## src/lpva_pkg.sv

```systemverilog
// Shared types, constants and tables for the log-probability vector agreement unit
`timescale 1ns / 1ps
`default_nettype none
package lpva_pkg;

   localparam int Q_W    = 24;  // Q8.16 log probability
   localparam int SUM_W  = 37;  // running sum, Q.16
   localparam int MUL_W  = 32;  // shared multiplier operand width
   localparam int PROD_W = 64;  // shared multiplier product width
   localparam int R_W    = 31;  // Q.30 values up to 1.0
   localparam int LN_W   = 23;  // signed Q.16 natural log result
   localparam int MAG_W  = 21;  // magnitude of a Q.16 log2 value
   localparam int FRAC_W = 16;  // fraction bits of log2 / exponent
   localparam int P_W    = 5;   // leading-one position / exponent shift
   localparam int IDX_W  = 4;   // iteration counter over FRAC_W steps

   localparam logic signed [Q_W-1:0]   FLOOR_Q16 = {1'b1, {(Q_W-1){1'b0}}};
   localparam logic [Q_W-1:0]          EXP_LIMIT = 24'd1441792;   // 22.0 in Q.16
   localparam logic [MUL_W-1:0]        LOG2E_Q30 = 32'd1549082005;
   localparam logic [MUL_W-1:0]        LN2_Q30   = 32'd744261118;
   localparam logic [MUL_W-1:0]        ONE_Q30   = 32'h4000_0000;
   localparam logic [PROD_W-1:0]       HALF_Q30  = 64'h0000_0000_2000_0000;
   localparam logic signed [SUM_W-1:0] SUM_MIN   = {1'b1, {(SUM_W-1){1'b0}}};
   localparam logic [IDX_W-1:0]        IDX_LAST  = '1;

   typedef enum logic [3:0] {
      S_IDLE,
      S_EXP_INIT,
      S_EXP_Y,
      S_EXP_BIT,
      S_EXP_ACC,
      S_EXP_END,
      S_LN_INIT,
      S_LN_SQ_MUL,
      S_LN_SQ,
      S_LN_SC_MUL,
      S_LN_END,
      S_LSE,
      S_DONE
   } lpva_state_type;

   typedef enum logic [2:0] {
      STEP_EA,
      STEP_EB,
      STEP_LA,
      STEP_LB,
      STEP_LSE_E,
      STEP_LSE_L
   } lpva_step_type;

   typedef struct packed {
      logic start;
      logic ack;
   } lpva_ctl_type;

   typedef struct packed {
      logic idle;
      logic done;
   } lpva_sts_type;

   typedef logic [15:0][29:0] pow_tab_type;

   function automatic logic [63:0] isqrt64(input logic [63:0] n_in);
      logic [63:0] n;
      logic [63:0] r;
      logic [63:0] b;
      n = n_in;
      r = '0;
      b = 64'h4000_0000_0000_0000;
      for (int i = 0; i < 32; i++) begin
         if (b > n) b = b >> 2;
      end
      for (int i = 0; i < 32; i++) begin
         if (b != 64'd0) begin
            if (n >= r + b) begin
               n = n - (r + b);
               r = (r >> 1) + b;
            end else begin
               r = r >> 1;
            end
            b = b >> 2;
         end
      end
      return r;
   endfunction

   // Factors 2^(-2^-(i+1)) in Q.30, each the square root of the one before
   function automatic pow_tab_type pow_table();
      pow_tab_type t;
      logic [63:0] s;
      s = isqrt64(64'd1 << 59);
      t[0] = s[29:0];
      for (int i = 1; i < 16; i++) begin
         s = isqrt64({4'd0, t[i-1], 30'd0});
         t[i] = s[29:0];
      end
      return t;
   endfunction

   localparam pow_tab_type POW_TAB = pow_table();

   function automatic logic signed [Q_W-1:0] clamp_log(input logic signed [25:0] v);
      logic signed [Q_W-1:0] res;
      if (v < 26'(FLOOR_Q16)) res = FLOOR_Q16;
      else if (v > 26'sd0) res = '0;
      else res = v[Q_W-1:0];
      return res;
   endfunction

endpackage
`default_nettype wire

```

## src/lpva_if.sv

```systemverilog
// Request and response channel interfaces of the agreement unit
`timescale 1ns / 1ps
`default_nettype none
interface lpva_req_if;
   logic                                valid;
   logic                                ready;
   logic signed [lpva_pkg::Q_W-1:0]     log_a;
   logic signed [lpva_pkg::Q_W-1:0]     log_b;
   logic                                is_last;
   modport source (output valid, log_a, log_b, is_last, input ready);
   modport sink   (input valid, log_a, log_b, is_last, output ready);
endinterface

interface lpva_rsp_if;
   logic                                valid;
   logic                                ready;
   logic signed [lpva_pkg::SUM_W-1:0]   log_likelihood;
   modport source (output valid, log_likelihood, input ready);
   modport sink   (input valid, log_likelihood, output ready);
endinterface
`default_nettype wire

```

## src/lpva_mul.sv

```systemverilog
// Shared 32x32 unsigned multiplier with registered product
`timescale 1ns / 1ps
`default_nettype none
module lpva_mul import lpva_pkg::*; (
   input  logic              clock,
   input  logic [MUL_W-1:0]  op_a,
   input  logic [MUL_W-1:0]  op_b,
   output logic [PROD_W-1:0] prod
);

   logic [PROD_W-1:0] prod_ff;
   logic [PROD_W-1:0] prod_in;

   assign prod_in = PROD_W'(op_a) * PROD_W'(op_b);

   always_ff @(posedge clock) begin
      prod_ff <= prod_in;
   end

   assign prod = prod_ff;

endmodule
`default_nettype wire

```

## src/lpva_core.sv

```systemverilog
// Sequencer for exp / ln / log-sum-exp of one dimension over the shared multiplier
`timescale 1ns / 1ps
`default_nettype none
module lpva_core import lpva_pkg::*; (
   input  logic                  clock,
   input  logic                  reset,
   input  lpva_ctl_type          ctl,
   input  logic signed [Q_W-1:0] in_a,
   input  logic signed [Q_W-1:0] in_b,
   output lpva_sts_type          sts,
   output logic signed [Q_W-1:0] term,
   output logic [MUL_W-1:0]      mul_a,
   output logic [MUL_W-1:0]      mul_b,
   input  logic [PROD_W-1:0]     mul_p
);

   lpva_state_type        state_ff, state_in;
   lpva_step_type         step_ff;
   logic [Q_W-1:0]        m_ff;
   logic [Q_W-1:0]        m_b_ff;
   logic signed [Q_W-1:0] lh1_ff;
   logic signed [Q_W-1:0] lh0_ff;
   logic signed [Q_W-1:0] hi_ff;
   logic signed [Q_W-1:0] term_ff;
   logic signed [LN_W-1:0] la_ff;
   logic [R_W-1:0]        ea_ff;
   logic [R_W-1:0]        eb_ff;
   logic [R_W-1:0]        r_ff;
   logic [P_W-1:0]        k_ff;
   logic [FRAC_W-1:0]     f_ff;
   logic [IDX_W-1:0]      idx_ff;
   logic [R_W-1:0]        z_ff;
   logic [FRAC_W-1:0]     frac_ff;
   logic [P_W-1:0]        p_ff;
   logic [MUL_W-1:0]      v_ff;

   logic signed [Q_W-1:0] a_clip, b_clip;
   logic [PROD_W-1:0]     prod_round;
   logic [R_W-1:0]        exp_res;
   logic                  ea_one, eb_one;
   logic [P_W-1:0]        p_enc;
   logic [MUL_W-1:0]      norm;
   logic [MUL_W-1:0]      sq;
   logic signed [21:0]    l2;
   logic                  ln_neg;
   logic [MAG_W-1:0]      ln_mag;
   logic [MAG_W-1:0]      ln_val;
   logic signed [LN_W-1:0] ln_res;
   logic signed [Q_W-1:0] hi, lo;
   logic                  hi_floor, lo_floor;

   // Shared datapath helpers
   always_comb begin
      a_clip     = (!in_a[Q_W-1] && in_a != '0) ? '0 : in_a;
      b_clip     = (!in_b[Q_W-1] && in_b != '0) ? '0 : in_b;
      prod_round = mul_p + HALF_Q30;
      exp_res    = r_ff >> k_ff;
      ea_one     = MUL_W'(ea_ff) >= ONE_Q30;
      eb_one     = MUL_W'(exp_res) >= ONE_Q30;
      p_enc      = '0;
      for (int i = 0; i < MUL_W; i++) begin
         if (v_ff[i]) p_enc = P_W'(i);
      end
      norm   = v_ff << (~p_enc);
      sq     = mul_p[61:30];
      l2     = $signed({1'b0, p_ff, frac_ff}) - 22'sd1966080;
      ln_neg = l2[21];
      ln_mag = ln_neg ? MAG_W'(-l2) : l2[MAG_W-1:0];
      ln_val = prod_round[50:30];
      ln_res = ln_neg ? -$signed({2'b0, ln_val}) : $signed({2'b0, ln_val});
      hi       = (lh0_ff > lh1_ff) ? lh0_ff : lh1_ff;
      lo       = (lh0_ff > lh1_ff) ? lh1_ff : lh0_ff;
      hi_floor = hi == FLOOR_Q16;
      lo_floor = lo == FLOOR_Q16;
   end

   // Next state
   always_comb begin
      state_in = state_ff;
      unique case (state_ff)
         S_IDLE:      if (ctl.start) state_in = S_EXP_INIT;
         S_EXP_INIT:  state_in = (m_ff >= EXP_LIMIT) ? S_EXP_END : S_EXP_Y;
         S_EXP_Y:     state_in = S_EXP_BIT;
         S_EXP_BIT: begin
            if (f_ff[FRAC_W-1]) state_in = S_EXP_ACC;
            else if (idx_ff == IDX_LAST) state_in = S_EXP_END;
         end
         S_EXP_ACC:   state_in = (idx_ff == IDX_LAST) ? S_EXP_END : S_EXP_BIT;
         S_EXP_END: begin
            unique case (step_ff)
               STEP_EA:    state_in = S_EXP_INIT;
               STEP_EB:    state_in = (ea_one || eb_one) ? S_LSE : S_LN_INIT;
               STEP_LSE_E: state_in = S_LN_INIT;
               default:    state_in = S_DONE;
            endcase
         end
         S_LN_INIT:   state_in = S_LN_SQ_MUL;
         S_LN_SQ_MUL: state_in = S_LN_SQ;
         S_LN_SQ:     state_in = (idx_ff == IDX_LAST) ? S_LN_SC_MUL : S_LN_SQ_MUL;
         S_LN_SC_MUL: state_in = S_LN_END;
         S_LN_END: begin
            unique case (step_ff)
               STEP_LA: state_in = S_LN_INIT;
               STEP_LB: state_in = S_LSE;
               default: state_in = S_DONE;
            endcase
         end
         S_LSE:       state_in = (hi_floor || lo_floor) ? S_DONE : S_EXP_INIT;
         S_DONE:      if (ctl.ack) state_in = S_IDLE;
         default:     state_in = S_IDLE;
      endcase
   end

   // Outputs: multiplier operands and status
   always_comb begin
      mul_a = '0;
      mul_b = '0;
      unique case (state_ff)
         S_EXP_INIT: begin
            mul_a = MUL_W'(m_ff);
            mul_b = LOG2E_Q30;
         end
         S_EXP_BIT: begin
            mul_a = MUL_W'(r_ff);
            mul_b = MUL_W'(POW_TAB[idx_ff]);
         end
         S_LN_SQ_MUL: begin
            mul_a = MUL_W'(z_ff);
            mul_b = MUL_W'(z_ff);
         end
         S_LN_SC_MUL: begin
            mul_a = MUL_W'(ln_mag);
            mul_b = LN2_Q30;
         end
         default: begin
            mul_a = '0;
            mul_b = '0;
         end
      endcase
      sts.idle = state_ff == S_IDLE;
      sts.done = state_ff == S_DONE;
   end

   assign term = term_ff;

   always_ff @(posedge clock) begin
      if (reset) begin
         state_ff <= S_IDLE;
      end else begin
         state_ff <= state_in;
      end
   end

   // Datapath registers
   always_ff @(posedge clock) begin
      unique case (state_ff)
         S_IDLE: begin
            if (ctl.start) begin
               m_ff    <= Q_W'(-a_clip);
               m_b_ff  <= Q_W'(-b_clip);
               step_ff <= STEP_EA;
               if (a_clip == FLOOR_Q16 || b_clip == FLOOR_Q16) lh1_ff <= FLOOR_Q16;
               else lh1_ff <= clamp_log(26'(a_clip) + 26'(b_clip));
            end
         end
         S_EXP_INIT: begin
            if (m_ff >= EXP_LIMIT) begin
               r_ff <= '0;
               k_ff <= '0;
            end
         end
         S_EXP_Y: begin
            k_ff   <= prod_round[50:46];
            f_ff   <= prod_round[45:30];
            r_ff   <= R_W'(ONE_Q30);
            idx_ff <= '0;
         end
         S_EXP_BIT: begin
            if (!f_ff[FRAC_W-1]) begin
               f_ff   <= f_ff << 1;
               idx_ff <= idx_ff + 1'b1;
            end
         end
         S_EXP_ACC: begin
            r_ff   <= prod_round[60:30];
            f_ff   <= f_ff << 1;
            idx_ff <= idx_ff + 1'b1;
         end
         S_EXP_END: begin
            unique case (step_ff)
               STEP_EA: begin
                  ea_ff   <= exp_res;
                  m_ff    <= m_b_ff;
                  step_ff <= STEP_EB;
               end
               STEP_EB: begin
                  eb_ff <= exp_res;
                  if (ea_one || eb_one) begin
                     lh0_ff <= FLOOR_Q16;
                  end else begin
                     v_ff    <= ONE_Q30 - MUL_W'(ea_ff);
                     step_ff <= STEP_LA;
                  end
               end
               STEP_LSE_E: begin
                  v_ff    <= ONE_Q30 + MUL_W'(exp_res);
                  step_ff <= STEP_LSE_L;
               end
               default: begin
                  step_ff <= step_ff;
               end
            endcase
         end
         S_LN_INIT: begin
            p_ff    <= p_enc;
            z_ff    <= norm[MUL_W-1:1];
            frac_ff <= '0;
            idx_ff  <= '0;
         end
         S_LN_SQ: begin
            // Square above 2.0: halve and shift in a one
            if (sq[MUL_W-1]) begin
               z_ff    <= sq[MUL_W-1:1];
               frac_ff <= {frac_ff[FRAC_W-2:0], 1'b1};
            end else begin
               z_ff    <= sq[R_W-1:0];
               frac_ff <= {frac_ff[FRAC_W-2:0], 1'b0};
            end
            idx_ff <= idx_ff + 1'b1;
         end
         S_LN_END: begin
            unique case (step_ff)
               STEP_LA: begin
                  la_ff   <= ln_res;
                  v_ff    <= ONE_Q30 - MUL_W'(eb_ff);
                  step_ff <= STEP_LB;
               end
               STEP_LB: begin
                  lh0_ff <= clamp_log(26'(la_ff) + 26'(ln_res));
               end
               default: begin
                  term_ff <= clamp_log(26'(hi_ff) + 26'(ln_res));
               end
            endcase
         end
         S_LSE: begin
            hi_ff <= hi;
            if (hi_floor) begin
               term_ff <= FLOOR_Q16;
            end else if (lo_floor) begin
               term_ff <= hi;
            end else begin
               m_ff    <= Q_W'(25'(hi) - 25'(lo));
               step_ff <= STEP_LSE_E;
            end
         end
         default: begin
            step_ff <= step_ff;
         end
      endcase
   end

   a_start_idle: assert property (@(posedge clock) disable iff (reset)
      ctl.start |-> state_ff == S_IDLE)
      else $error("start outside idle");

   a_ln_normalized: assert property (@(posedge clock) disable iff (reset)
      state_ff == S_LN_SQ_MUL |-> z_ff[R_W-1])
      else $error("ln mantissa lost normalization");

   a_exp_r_bound: assert property (@(posedge clock) disable iff (reset)
      state_ff == S_EXP_BIT |-> MUL_W'(r_ff) <= ONE_Q30)
      else $error("exp product above one");

   a_acc_follows_bit: assert property (@(posedge clock) disable iff (reset)
      state_ff == S_EXP_ACC |-> $past(state_ff) == S_EXP_BIT)
      else $error("exp accumulate without issue");

   a_term_range: assert property (@(posedge clock) disable iff (reset)
      state_ff == S_DONE |-> (term_ff[Q_W-1] || term_ff == '0))
      else $error("term above zero");

endmodule
`default_nettype wire

```

## src/log_prob_vector_agreement_unit.sv

```systemverilog
// Top level of the log-probability vector agreement unit
`timescale 1ns / 1ps
`default_nettype none
// Each request transfer carries one dimension: the Q8.16 log probabilities log_a and
// log_b of two Bernoulli elements and an is_last flag. The unit forms the log of the
// probability that the two elements agree, log(e^a e^b + (1-e^a)(1-e^b)), with
// -128.0 standing for log zero, and adds it to a 37-bit Q.16 running sum that
// saturates at -2^20 (raw code -2^36). The dimension marked is_last sends the sum
// out as one response transfer and clears it. Every exp and ln step of a dimension
// goes through a single shared 32x32 multiplier with a registered product, with up
// to three exp and three ln evaluations of 16 iterations each. Request ready is high
// only while the sequencer is idle. The response sits in an output register, so the
// next dimension is taken while a finished sum waits; a last dimension that completes
// before that sum is taken holds until the response slot frees.
module log_prob_vector_agreement_unit import lpva_pkg::*; (
   input  logic       clock,
   input  logic       reset,
   lpva_req_if.sink   req_if,
   lpva_rsp_if.source rsp_if
);

   lpva_ctl_type          ctl;
   lpva_sts_type          sts;
   logic signed [Q_W-1:0] term;
   logic [MUL_W-1:0]      mul_a, mul_b;
   logic [PROD_W-1:0]     mul_p;

   logic                    last_ff;
   logic signed [SUM_W-1:0] sum_ff, sum_in;
   logic                    rsp_valid_ff;
   logic signed [SUM_W-1:0] rsp_data_ff;
   logic                    req_xfer;
   logic                    finish;
   logic signed [SUM_W:0]   sum_ext;

   lpva_mul u_mul (
      .clock (clock),
      .op_a  (mul_a),
      .op_b  (mul_b),
      .prod  (mul_p)
   );

   lpva_core u_core (
      .clock (clock),
      .reset (reset),
      .ctl   (ctl),
      .in_a  (req_if.log_a),
      .in_b  (req_if.log_b),
      .sts   (sts),
      .term  (term),
      .mul_a (mul_a),
      .mul_b (mul_b),
      .mul_p (mul_p)
   );

   assign req_if.ready = sts.idle;
   assign req_xfer     = req_if.valid && sts.idle;

   // Hold a finished last dimension while the previous sum still waits
   assign ctl.start = req_xfer;
   assign ctl.ack   = !last_ff || !rsp_valid_ff || rsp_if.ready;
   assign finish    = sts.done && ctl.ack;

   // Add the term and saturate at the floor of the sum
   always_comb begin
      sum_ext = (SUM_W+1)'(sum_ff) + (SUM_W+1)'(term);
      if (sum_ext < (SUM_W+1)'(SUM_MIN)) sum_in = SUM_MIN;
      else if (sum_ext > 0) sum_in = '0;
      else sum_in = sum_ext[SUM_W-1:0];
   end

   always_ff @(posedge clock) begin
      if (reset) begin
         sum_ff       <= '0;
         rsp_valid_ff <= 1'b0;
      end else begin
         // A new sum refills the slot in the same cycle the old one leaves
         if (finish && last_ff) rsp_valid_ff <= 1'b1;
         else if (rsp_valid_ff && rsp_if.ready) rsp_valid_ff <= 1'b0;
         if (finish) begin
            if (last_ff) begin
               sum_ff <= '0;
            end else begin
               sum_ff <= sum_in;
            end
         end
      end
   end

   // Payload registers
   always_ff @(posedge clock) begin
      if (req_xfer) last_ff <= req_if.is_last;
      if (finish && last_ff) rsp_data_ff <= sum_in;
   end

   assign rsp_if.valid          = rsp_valid_ff;
   assign rsp_if.log_likelihood = rsp_data_ff;

endmodule
`default_nettype wire
```

## src/flat_wrapper.sv

```systemverilog
// flat-port wrapper written by rule: the top's interface ports become plain ports
module log_prob_vector_agreement_unit_flat import lpva_pkg::*;
  (clock, reset, req_if_valid, req_if_log_a, req_if_log_b, req_if_is_last, req_if_ready, rsp_if_valid, rsp_if_log_likelihood, rsp_if_ready);
  lpva_req_if req_if_i ();
  lpva_rsp_if rsp_if_i ();
  input  logic clock;
  input  logic reset;
  input wire logic [$bits(req_if_i.valid)-1:0] req_if_valid;
  input wire logic [$bits(req_if_i.log_a)-1:0] req_if_log_a;
  input wire logic [$bits(req_if_i.log_b)-1:0] req_if_log_b;
  input wire logic [$bits(req_if_i.is_last)-1:0] req_if_is_last;
  output wire logic [$bits(req_if_i.ready)-1:0] req_if_ready;
  output wire logic [$bits(rsp_if_i.valid)-1:0] rsp_if_valid;
  output wire logic [$bits(rsp_if_i.log_likelihood)-1:0] rsp_if_log_likelihood;
  input wire logic [$bits(rsp_if_i.ready)-1:0] rsp_if_ready;
  assign req_if_i.valid = req_if_valid;
  assign req_if_i.log_a = req_if_log_a;
  assign req_if_i.log_b = req_if_log_b;
  assign req_if_i.is_last = req_if_is_last;
  assign req_if_ready = req_if_i.ready;
  assign rsp_if_valid = rsp_if_i.valid;
  assign rsp_if_log_likelihood = rsp_if_i.log_likelihood;
  assign rsp_if_i.ready = rsp_if_ready;
  log_prob_vector_agreement_unit u_core (.clock(clock), .reset(reset), .req_if(req_if_i), .rsp_if(rsp_if_i));
endmodule
```

## config.mk

```make
export PLATFORM = sky130hd
export DESIGN_NAME = log_prob_vector_agreement_unit_flat
export DESIGN_NICKNAME = d
export VERILOG_FILES = /design/src/lpva_pkg.sv /design/src/lpva_if.sv /design/src/lpva_mul.sv /design/src/lpva_core.sv /design/src/log_prob_vector_agreement_unit.sv /design/src/flat_wrapper.sv
export SDC_FILE = /design/constraint.sdc
export NUM_CORES = 2
export LEC_CHECK = 0
export ABC_AREA = 1
export CAP_MARGIN = 20
export CORE_UTILIZATION = 65
export DETAILED_ROUTE_END_ITERATION = 8
export DONT_BUFFER_PORTS = 1
export PLACE_DENSITY = 0.81
export SYNTH_ARGS = -nofsm -noshare
export SYNTH_HDL_FRONTEND = slang
export SYNTH_SLANG_ARGS = --single-unit
```

## constraint.sdc

```tcl
create_clock -name clock -period 11.9 [get_ports clock]
set_input_delay 1.19 -clock clock [delete_from_list [all_inputs] [get_ports clock]]
set_output_delay 1.19 -clock clock [all_outputs]
set_load 0.005 [all_outputs]
```

==> summary.txt <==
Wirelength per Cell = 21.3 um
DRC errors left = 0
Synth Area in Compound Gates = 0.0859
Worst Max-Slew Pin Slew = 1150 ps
Max FO, Critical Path = 28
relative slew slack = 0.226
Detailed Routing Iterations Pass 1 = 7
num rows = 115
Slew Limit Fails = 0
Synth Area in XOR/XNOR = 0.0304
die area = 101000 um2
Min Hold Slack = 464 ps
total grt overflow = 0
Die Y = 317 um
largest family of logic cells by synthesized area = adder cells
wirelength, routed = 196 mm
ys async rst share = 0
die width = 317 um
DRT iter0 DRCs = 6388
EDFF count, synth = 410
Layout area overhead = 4.64%
worst skew pair latency = 630 ps
Critical Path Sink Type = register
Final Hold Vio Count = 0
Worst path max stage delay = 890 ps
Syn. warnings = 0
Syn Inst Count = 8058
Starting Density = 0.656
cell mode on critical path = fa_1
Hold Path Origin = u_core.sum_ff[34]
Vias = 55.9k
vias in the first global route = 55.1k
Inserted Clock Buffers = 52
mux cell area share after synthesis = 0.00140
nets@finish = 9198
# diodes = 0
Critical Path Start = u_core.u_core.p_ff[1]
post-synthesis simple-gate area fraction = 0.214
Setup Skew = 22.6 ps
antenna viol nets, final = 0
Final Cycle Share = 0.875
Setup crit start kind = register
Clock Sinks = 514
outcome = finished clean
RSZ-0062 raised after global routing = false
post-synthesis sequential area ratio = 0.223
Hold Path Depth = 2
Crit Path Category = register to register
initial antenna violation count = 1
CTS resizes = 0
largest net degree at the start of global routing = 97
#FFs+latches synth = 514
Hold Buf Count CTS = 0
Reg clk slew, reported paths = 70 ps
Avg Vias per Cell = 6.05
IO Port Bufs = 0
H-tree depth = 2
arrival time worst endpoint = 10920 ps
number of max-cap violations = 0
VDD IR max = 0.175 mV
slowest cell on the critical path = clkinv_1
setup TNS = 0 ps
Synth Area in Adders = 0.339
DP HPWL = 153 mm
Total GRT Usage = 0.393
root buf cell = clkbuf_16
cell area after synthesis = 64600 um2
Std-Cell Core Area = 98400 um2
share of cells above drive strength 1 = 0.0476
Final setup viols = 0
post-CTS setup buffers = 0
maximum clock path buffer count = 3
first-pass GRT wire length = 303 mm
FF-to-FF path depth = 37
Period minus WS final = 10410 ps
Top Ports = 92
Min-Delay Path Class = register to register
Fmax = 96.0 MHz
Mapped Nets = 9354
leak pwr = 31.9 nW
top_reg_cell synth = edfxtp_1
reg-to-reg startpoint = u_core.u_core.p_ff[1]
Critical Path RT = 12410 ps
Netlist cell types = 80
Placer Congestion = 1.11
CTS tree = built
Mean Syn Cell Area = 8.01 um2
power density over the cells = 204 nW/um2
[metrics by stage]
step,util,cells,area (um2),total power [mW],setup WS (ps)
finish,0.686,9233,67600,13.8,1490
global route,0.686,9233,67600,14.7,1080
CTS,0.686,9231,67500,13.5,1770
detailed placement,0.668,9133,65800,11.8,1770
global placement,0.668,9133,65800,11.6,1920
floorplan,-,8058,64600,8.85,3390
[report_power, final]
part	switching, mW	internal, mW
registers	0.309	2.49
logic	6.42	2.89
clock network	0.757	0.913
total	7.49	6.29
[cells by family after synthesis]
| group | after synthesis |
|---|---|
| and+or+nand+nor | 3280 |
| buffers and inverters | 1800 |
| adders and majority gates | 1243 |
| AOI/OAI and AO/OA | 989 |
| DFF | 514 |
| xor gates and xnor gates | 223 |
| muxes | 9 |
[worst max-delay path, delay by kind of cell (launching register included)]
family	cells	cell delay, ps
AOI/OAI and AO/OA	12	2270
xor gates and xnor gates	1	150
adders and majority gates	10	4350
buffers and inverters	7	2110
DFF	1	420
and+or+nand+nor	7	950
[layer usage]
| metal | routed length, um | part of all wire | vias up | global-route usage |
|---|---|---|---|---|
| li1 | - | - | 25000 | - |
| met1 | 74900 | 0.38 | 26800 | 0.532 |
| met2 | 86000 | 0.44 | 3336 | 0.600 |
| met3 | 24100 | 0.12 | 680 | 0.0933 |
| met4 | 11200 | 0.057 | 4 | 0.185 |
| met5 | 82 | 0.00042 | - | 0.00521 |
[cell usage after synthesis, types with 74 or more instances]
cell type,number,area [um2]
fa_1,840,16800
nand3_1,430,2150
o21ai_0,329,1650
clkbuf_1,254,953
dfxtp_1,104,2080
ha_1,403,5040
edfxtp_1,410,12300
nor3_1,74,370
o21ai_1,89,445
xor2_1,149,1310
nand2_1,1694,6360
a21oi_1,368,1840
inv_1,1452,5450
nor2_1,852,3200
[flip-flops by register name (all words and copies together), names as in the netlist, 3 cells and up, named ones only]
name and flops:
u_core.u_core.la_ff 23, u_core.u_core.ea_ff 31, u_core.sum_ff 37, u_core.u_core.m_b_ff 24, u_core.u_core.z_ff 31, u_core.u_core.lh1_ff 24, u_core.u_mul.prod 33, u_core.u_core.f_ff 16
u_core.u_core.hi_ff 24, u_core.u_core.k_ff 5, u_core.u_core.m_ff 24, u_core.u_core.p_ff 5, u_core.u_core.term 24, u_core.u_core.v_ff 32, u_core.u_core.eb_ff 31, u_core.u_core.lh0_ff 24
u_core.rsp_if.log_likelihood 37, u_core.u_core.state_ff 4, u_core.u_core.frac_ff 16, u_core.u_core.step_ff 3, u_core.u_core.idx_ff 4, u_core.u_core.r_ff 31
[cells in the final DEF, fill, tap and decap left out, types with 12 or more instances in the layout]
master and n:
nand2_1 1694, xnor2_1 73, dfxtp_1 104, fa_1 840
clkinv_1 18, o211ai_1 30, nor2_1 840, o21ai_0 323
ha_1 403, nand4_1 64, buf_4 93, nor2_2 27
a21oi_1 366, o21ai_2 12, o22ai_1 15, a31oi_1 28
edfxtp_1 410, nand3_1 426, o21ai_1 88, nor3_2 43
clkbuf_16 55, inv_2 27, nand2_2 13, nor4_1 30
a21o_1 12, nor3_1 72, inv_1 1451, o2bb2ai_1 14
xor2_1 149, or2_2 12
[worst paths after layout]
path | to | slack [ps]
max | u_core.u_mul.prod[50] | 1490
min | u_core.sum_ff[34] | 460
max reg2reg | u_core.u_mul.prod[50] | 1490
min reg2reg | u_core.sum_ff[34] | 460
[final cells by class]
cell class,instances,area (um2)
Sequential cell,514,14400
Inverter,1495,5610
Timing Repair Buffer,95,753
Multi-Input combinational cell,5744,43500
Clock buffer,66,1450
Tap cell,1287,1610
Clock inverter,32,268
Fill cell,8044,30900
Note: power is estimated with default switching activity, not from simulation.
